===== src/rtl/core/phcs_pkg.sv =====
`default_nettype none

package phcs_pkg;

  // Defaults for the top-level parameters
  localparam int COLUMNS_DEF      = 1024;
  localparam int ROWS_DEF         = 512;
  localparam int NUM_SECTIONS_DEF = 4;
  localparam int COUNT_WIDTH_DEF  = 32;

  // Fixed field widths
  localparam int CUT_W      = 16;
  localparam int SECW_W     = 11;
  localparam int EVT_W      = 32;
  localparam int THR_W      = CUT_W + EVT_W;
  localparam int COORD_W    = 12;
  localparam int HOT_W      = 20;
  localparam int SEC_OUT_W  = 2;
  localparam int REQ_W      = 2;
  localparam int CFG_IDX_W  = 2;
  localparam int CFG_DATA_W = 16;

  // Request codes
  localparam logic [REQ_W-1:0] REQ_HIT   = 2'd0;
  localparam logic [REQ_W-1:0] REQ_EVAL  = 2'd1;
  localparam logic [REQ_W-1:0] REQ_CLEAR = 2'd2;

  // Configuration register indexes
  localparam logic [CFG_IDX_W-1:0] CFG_HOT_CUT       = 2'd0;
  localparam logic [CFG_IDX_W-1:0] CFG_SECTION_WIDTH = 2'd1;
  localparam logic [CFG_IDX_W-1:0] CFG_SECTIONED     = 2'd2;

  // Reset values of the configuration registers
  localparam logic [CUT_W-1:0]  HOT_CUT_RST       = 16'd655;
  localparam logic [SECW_W-1:0] SECTION_WIDTH_RST = 11'd256;

  // The threshold product must exceed this before any pixel can be hot
  localparam logic [THR_W-1:0] THR_MIN = 48'd65536;

  typedef struct packed {
    logic clear;
    logic sample;
  } tally_ctl_t;

  function automatic logic [HOT_W-1:0] sat_hot(input logic [31:0] v);
    logic [HOT_W-1:0] r;
    if (v > 32'(20'hFFFFF)) begin
      r = '1;
    end else begin
      r = v[HOT_W-1:0];
    end
    return r;
  endfunction

endpackage

`default_nettype wire


===== src/rtl/core/phcs_tally.sv =====
`default_nettype none

module phcs_tally #(
  parameter int NUM_SECTIONS = 4,
  parameter int SW           = 3,
  parameter int CW           = 20,
  parameter int DW           = 32
) (
  input  wire logic                           clk,
  input  wire logic                           rst,
  input  wire phcs_pkg::tally_ctl_t           ctl,
  input  wire logic [SW-1:0]                  sec,
  input  wire logic [DW-1:0]                  q,
  input  wire logic [phcs_pkg::THR_W-1:0]     thr,
  input  wire logic [SW-1:0]                  rd_sec,
  output logic      [CW-1:0]                  total,
  output logic      [CW-1:0]                  sec_count
);

  logic [phcs_pkg::THR_W-1:0] scaled;
  logic                       hot;
  logic [CW-1:0]              per [NUM_SECTIONS];

  // Shared compare: count * 65536 against cut * events
  assign scaled = phcs_pkg::THR_W'({q, 16'h0000});
  assign hot    = scaled > thr;

  always_ff @(posedge clk) begin
    if (rst || ctl.clear) begin
      total <= '0;
      for (int i = 0; i < NUM_SECTIONS; i++) begin
        per[i] <= '0;
      end
    end else if (ctl.sample && hot) begin
      total <= total + CW'(1);
      for (int i = 0; i < NUM_SECTIONS; i++) begin
        if (sec == SW'(i)) begin
          per[i] <= per[i] + CW'(1);
        end
      end
    end
  end

  always_comb begin
    sec_count = '0;
    for (int i = 0; i < NUM_SECTIONS; i++) begin
      if (rd_sec == SW'(i)) begin
        sec_count = per[i];
      end
    end
  end

endmodule

`default_nettype wire


===== config.mk =====
export PLATFORM = sky130hd
export DESIGN_NAME = phcs_tally
export DESIGN_NICKNAME = d
export VERILOG_FILES = /design/src/rtl/core/phcs_pkg.sv /design/src/rtl/core/phcs_tally.sv
export SDC_FILE = /design/constraint.sdc
export NUM_CORES = 1
export LEC_CHECK = 0
export BUFFER_PORTS_ARGS = -buffer_cell sky130_fd_sc_hd__buf_2
export CAP_MARGIN = 20
export CORE_ASPECT_RATIO = 1.2
export CORE_UTILIZATION = 55
export CTS_CLUSTER_DIAMETER = 30
export DETAILED_ROUTE_END_ITERATION = 10
export MAX_ROUTING_LAYER = met4
export PLACE_DENSITY = 0.8
export SLEW_MARGIN = 0
export SYNTH_ARGS = -nofsm -noshare
export SYNTH_HDL_FRONTEND = slang
export SYNTH_SLANG_ARGS = --single-unit

===== constraint.sdc =====
create_clock -name clk -period 11.7 [get_ports clk]
set_input_delay 1.755 -clock clk [delete_from_list [all_inputs] [get_ports clk]]
set_output_delay 1.755 -clock clk [all_outputs]
set_load 0.02 [all_outputs]

* Yosys cells after proc, flatten, opt, wreduce, memory -nomap -nowiden
Memories as Yosys holds them, arrays and structs flattened.
Index checks and enable logic that the tools add are counted.
** Word-level totals
- Register bits after elaboration :: 20
- Memories :: 1
- Bits of input ports :: 90
- RAM bits :: 80
- Output and inout bits :: 40
- Word-level logic and storage cells :: 48
** Cells by class
- Multiplexer cells :: 26
- Equality and inequality tests :: 6
- Reductions and logical operators :: 4
- Add/sub/neg operators :: 5
- $lt $le $gt $ge :: 1
- Bitwise logic cells :: 4
** Memory list
- per :: words 4, bits a word 20, read ports 4, clocked after memory_dff 0, write ports 4, line phcs_tally.sv:22 : logic [CW-1:0] per [NUM_SECTIONS];
** Operators with widths (number)
- $mux 20 :: 8
- $add 20x1->20 const B :: 5
- $gt 48x48->1 :: 1
- $mux 1 :: 18
- $eq 3x2->1 const B :: 4
- $eq 3x1->1 const B :: 2
- $logic_not 3->1 :: 2
- $or 1x1->1 :: 4
- $logic_and 1x1->1 :: 1
- $logic_or 1x1->1 :: 1

* Depth between registers and ports, before layout
- Depth in word-level cells :: 6
- Mapped depth :: 11
- Gate-level depth less buffers :: 9

* Worst setup path before layout
No wires, ideal clock.
- Path kind :: input to register
- From :: input port thr[46] (netlist name)
- To :: memory per[0][0], enable pin
- Path buffers :: 1
- Slack :: 6249 ps
- Stages :: 9
- Required time :: 11272 ps
- Data arrival time :: 5023 ps
- Library setup time :: 428 ps
- Cell sequence :: inv_1 > ha_1 > nand4_2 > or4_4 > a31oi_4 > o21ai_2 > or2_1 > buf_4 > o31ai_1
** RTL lines
- start: declaration :: line phcs_tally.sv:14 : input wire logic [phcs_pkg::THR_W-1:0] thr,
- end: declaration :: line phcs_tally.sv:22

==> results.yml <==
setup_path:
  setup.worst_path.end_class: "register"
  r2r_cells: 7
  worst-endpoint-required_ps: 11790
  crit_arrival_ps: 5430
  cp_num_cells: 11
  path_class: "input port to register"
  reg2reg_slack_ps: 9440
  cp-start-kind: "input port"
  crit_path_max_incr_delay_ps: 710
  timing.critical_path.max_delay_family: "compound AO/OA/AOI/OAI gates"
  crit_slowest_cell: "o21ai_2"
  critical_path.cell_chain: "buf_2 -> ha_1 -> a21oi_1 -> nand2_1 -> a221oi_1 -> a31oi_4 -> o21ai_2 -> or2_2 -> buf_4 -> o21ai_1 -> buf_4"
  setup.worst_path.start: "q[14]"
  regToRegStartpoint: "total[3]"
  worst_r2r_endpoint: "total[19]"
  crit_top_cell: "buf_4"
  timing.critical_path.buf_inv: 3
  critical_path.max_fanout: 84
timing:
  setup_viol: 0
  fin_crit_sh: 0.4563
  fin_tns_setup_ps: 0
  headroom_to_the_max_slew_limit: 0.3044
  hold_violations: 0
  unrepaired_setup_endpoints_after_global_routing: "no"
  worstMarginPinSlew_ps: 1043
  finalMaxSlewViolations: 0
  clock.fmax_ghz: 0.1873
  timing.final.crit_period_ps: 5339
  fin_skew_ps: 7.576
pwr:
  pwr-share-seq: 0.502
  pwr_cell_area_mw_per_mm2: 106.9
  intPower_w: 0.0006292
  p_clk_frac: 0.379
  total_leakage_power_nw: 2.912
  switching_power_w: 0.0001948
  p_comb_frac: 0.119
  irDropWorstVdd_v: 0.00007056
  power.share.switching: 0.2364
clocking:
  cts_clk_pin_slew_worst_paths_ps: 70
  cts_sinks: 100
  cts_setup_buffers: 0
  ctsLongestPathBuffers: 2
  cts_max_level: 3
  cts_resized: 0
  cts-buffers-inserted: 9
  clock_tree.root_cell: "clkbuf_16"
  holdBufCountCts: 0
  tritoncts_clock_tree: "built"
  clk-insertion-delay-late_ps: 340
floorplan:
  die_area_mm2: 0.01257
  initial_core_util: 0.5710
  floorplan.rows: 43
  core_area_mm2: 0.01167
  die_h_um: 122.6
  ioPinCount: 130
  die_width_um: 102.5
global_routing:
  largest_net_degree_at_the_start_of_global_routing: 85
  antenna_found_initial: 0
  grt_usage: 0.2573
  gr-total-overflow: 0
  grt_first_pass_wirelength_mm: 24.52
  first_global_vias: 5263
layout:
  final_cell_area_mm2: 0.007706
  fraction_of_final_layout_cells_with_drive_strength_greater_than_1: 0.2273
  antennaDiodeCount: 0
  area_growth_pct: 15.60
  design.final.nets: 905
  n_fill_cell: 921
routing:
  detailedRoute.firstIterationViolations: 365
  antenna_violating_nets_post_route: 0
  routed_via_density: 5.924
  avgRoutedWirePerCell_um: 15.67
  detail_route.drc_violations: 0
  drt_pass1_iterations: 7
  route.final.wire_length_mm: 14.73
  detailroute.via_count: 5569
worst_hold_path:
  timing.hold.worst.class: "register to register"
  start_point_of_the_worst_hold_path: "total[6]"
  hold_path_end: "total[6]"
  worst_hold_path.num_cells: 2
logic_synthesis:
  synthesis.area_per_instance_um2: 10.05
  synth_area_mm2: 0.006666
  syn_inst: 663
  synth_enable_flop_cells: 80
  synth.lib_cells_used.distinct: 44
  synth_seq_area_share: 0.4204
  synthArstFlopShare: 0
  ff_latch_count_synth: 100
  synth_warnings: 0
  syn-num-nets: 790
  yosys_most_used_dff: "edfxtp_1"
placed_design:
  placed_instance_area_mm2: 0.007380
  finalWeightedCongestion: 0.8436
  numPortBuffers: 129
  detailed_place_hpwl_mm: 11.26
run_status:
  outcome: "finished clean"
flow_run:
  cap_violations: 0
[power by group through the flow]
stage                     sequential (W)  clock [W]  combinational [W]
after floorplan                 0.000416          0          0.0000681
after global placement          0.000420          0          0.0000944
after detailed placement        0.000420          0          0.0000982
after CTS                       0.000413   0.000317          0.0000988
after global routing            0.000415   0.000329           0.000110
final                           0.000414   0.000312          0.0000982
[registers in the layout, indices dropped and copies added, names as in the netlist]
| name | flops |
|---|---|
| total | 20 |
| per | 80 |
[cell type report]
class	instances	area [µm²]	share of cell area
Clock inverter	2	8.758	0.001137
Timing Repair Buffer	133	675.6	0.08768
Multi-Input combinational cell	492	3547	0.4603
Clock buffer	14	317.8	0.04124
Inverter	42	157.7	0.02046
Tap cell	157	196.4	0.02549
Sequential cell	100	2803	0.3637
[logic make-up after synthesis]
logic type | share of synthesized area
adders and majority gates | 0.06944
buffers and inverters | 0.04955
AOI/OAI and AO/OA | 0.06381
DFF | 0.4204
and+or+nand+nor | 0.2318
muxes | 0.06907
xor gates and xnor gates | 0.09591
[Yosys cell counts, types with 3 or more instances]
library cell	count	area share
o21ai_0	15	0.011
nand3_1	45	0.034
nand2b_1	3	0.0028
or4_1	10	0.011
or3_1	9	0.0084
nor2_1	29	0.016
nor3_1	86	0.065
xnor2_1	30	0.039
o21a_1	4	0.0045
o211ai_1	3	0.0034
ha_1	37	0.069
mux4_2	20	0.068
a21oi_1	27	0.020
o31ai_1	9	0.010
nand2_1	38	0.021
nor2b_1	21	0.020
buf_6	7	0.012
nand4_1	21	0.020
nor4_1	4	0.0038
or2_2	5	0.0047
and3_1	9	0.0084
and4_1	6	0.0079
edfxtp_1	80	0.36
clkbuf_1	17	0.0096
inv_1	42	0.024
xor2_1	43	0.056
dfxtp_1	20	0.060
[routing by layer]
layer  wire length [µm]  vias up  track usage
met5                  0        -            -
met4                298        0      0.08214
li1                   -     2685            -
met3               1030       20      0.04328
met1               6133     2635       0.3237
met2               7264      229       0.4221
[worst min-delay path, delay by kind of cell (launching register included)]
| kind | cells | cell delay (ps) |
|---|---|---|
| DFF | 1 | 330 |
| AOI/OAI and AO/OA | 2 | 130 |
[worst max-delay path by stage]
stage,to,slack [ps]
after floorplan,per[0][0],6250
after global placement,per[1][0],6090
after detailed placement,per[1][2],6040
after CTS,per[1][2],6410
after global routing,per[1][0],6080
final,per[1][4],6360
[per-stage QoR]
stage                power, W  utilization  std cells  setup WS (ps)  hold WS, ps
CTS                 0.0008283       0.6601        940           6413        506.3
finish              0.0008240       0.6601        940           6361        510.9
global placement    0.0005140       0.6321        924           6094        479.9
global route        0.0008541       0.6601        940           6085        530.4
floorplan           0.0004838            -        663           6249        563.5
detailed placement  0.0005186       0.6321        924           6039        495.3
[cells in the final DEF (no fill, tap or decap), types with 10 or more instances in the layout]
master,count
a21oi_1,27
buf_2,129
clkbuf_16,12
dfxtp_1,20
edfxtp_1,80
ha_1,37
inv_1,42
mux4_2,20
nand2_1,38
nand3_1,45
nand4_1,21
nor2_1,29
nor2b_1,21
nor3_1,86
o21ai_0,12
or4_1,10
xnor2_1,30
xor2_1,43
No activity file was read; power rests on OpenSTA's default activity.
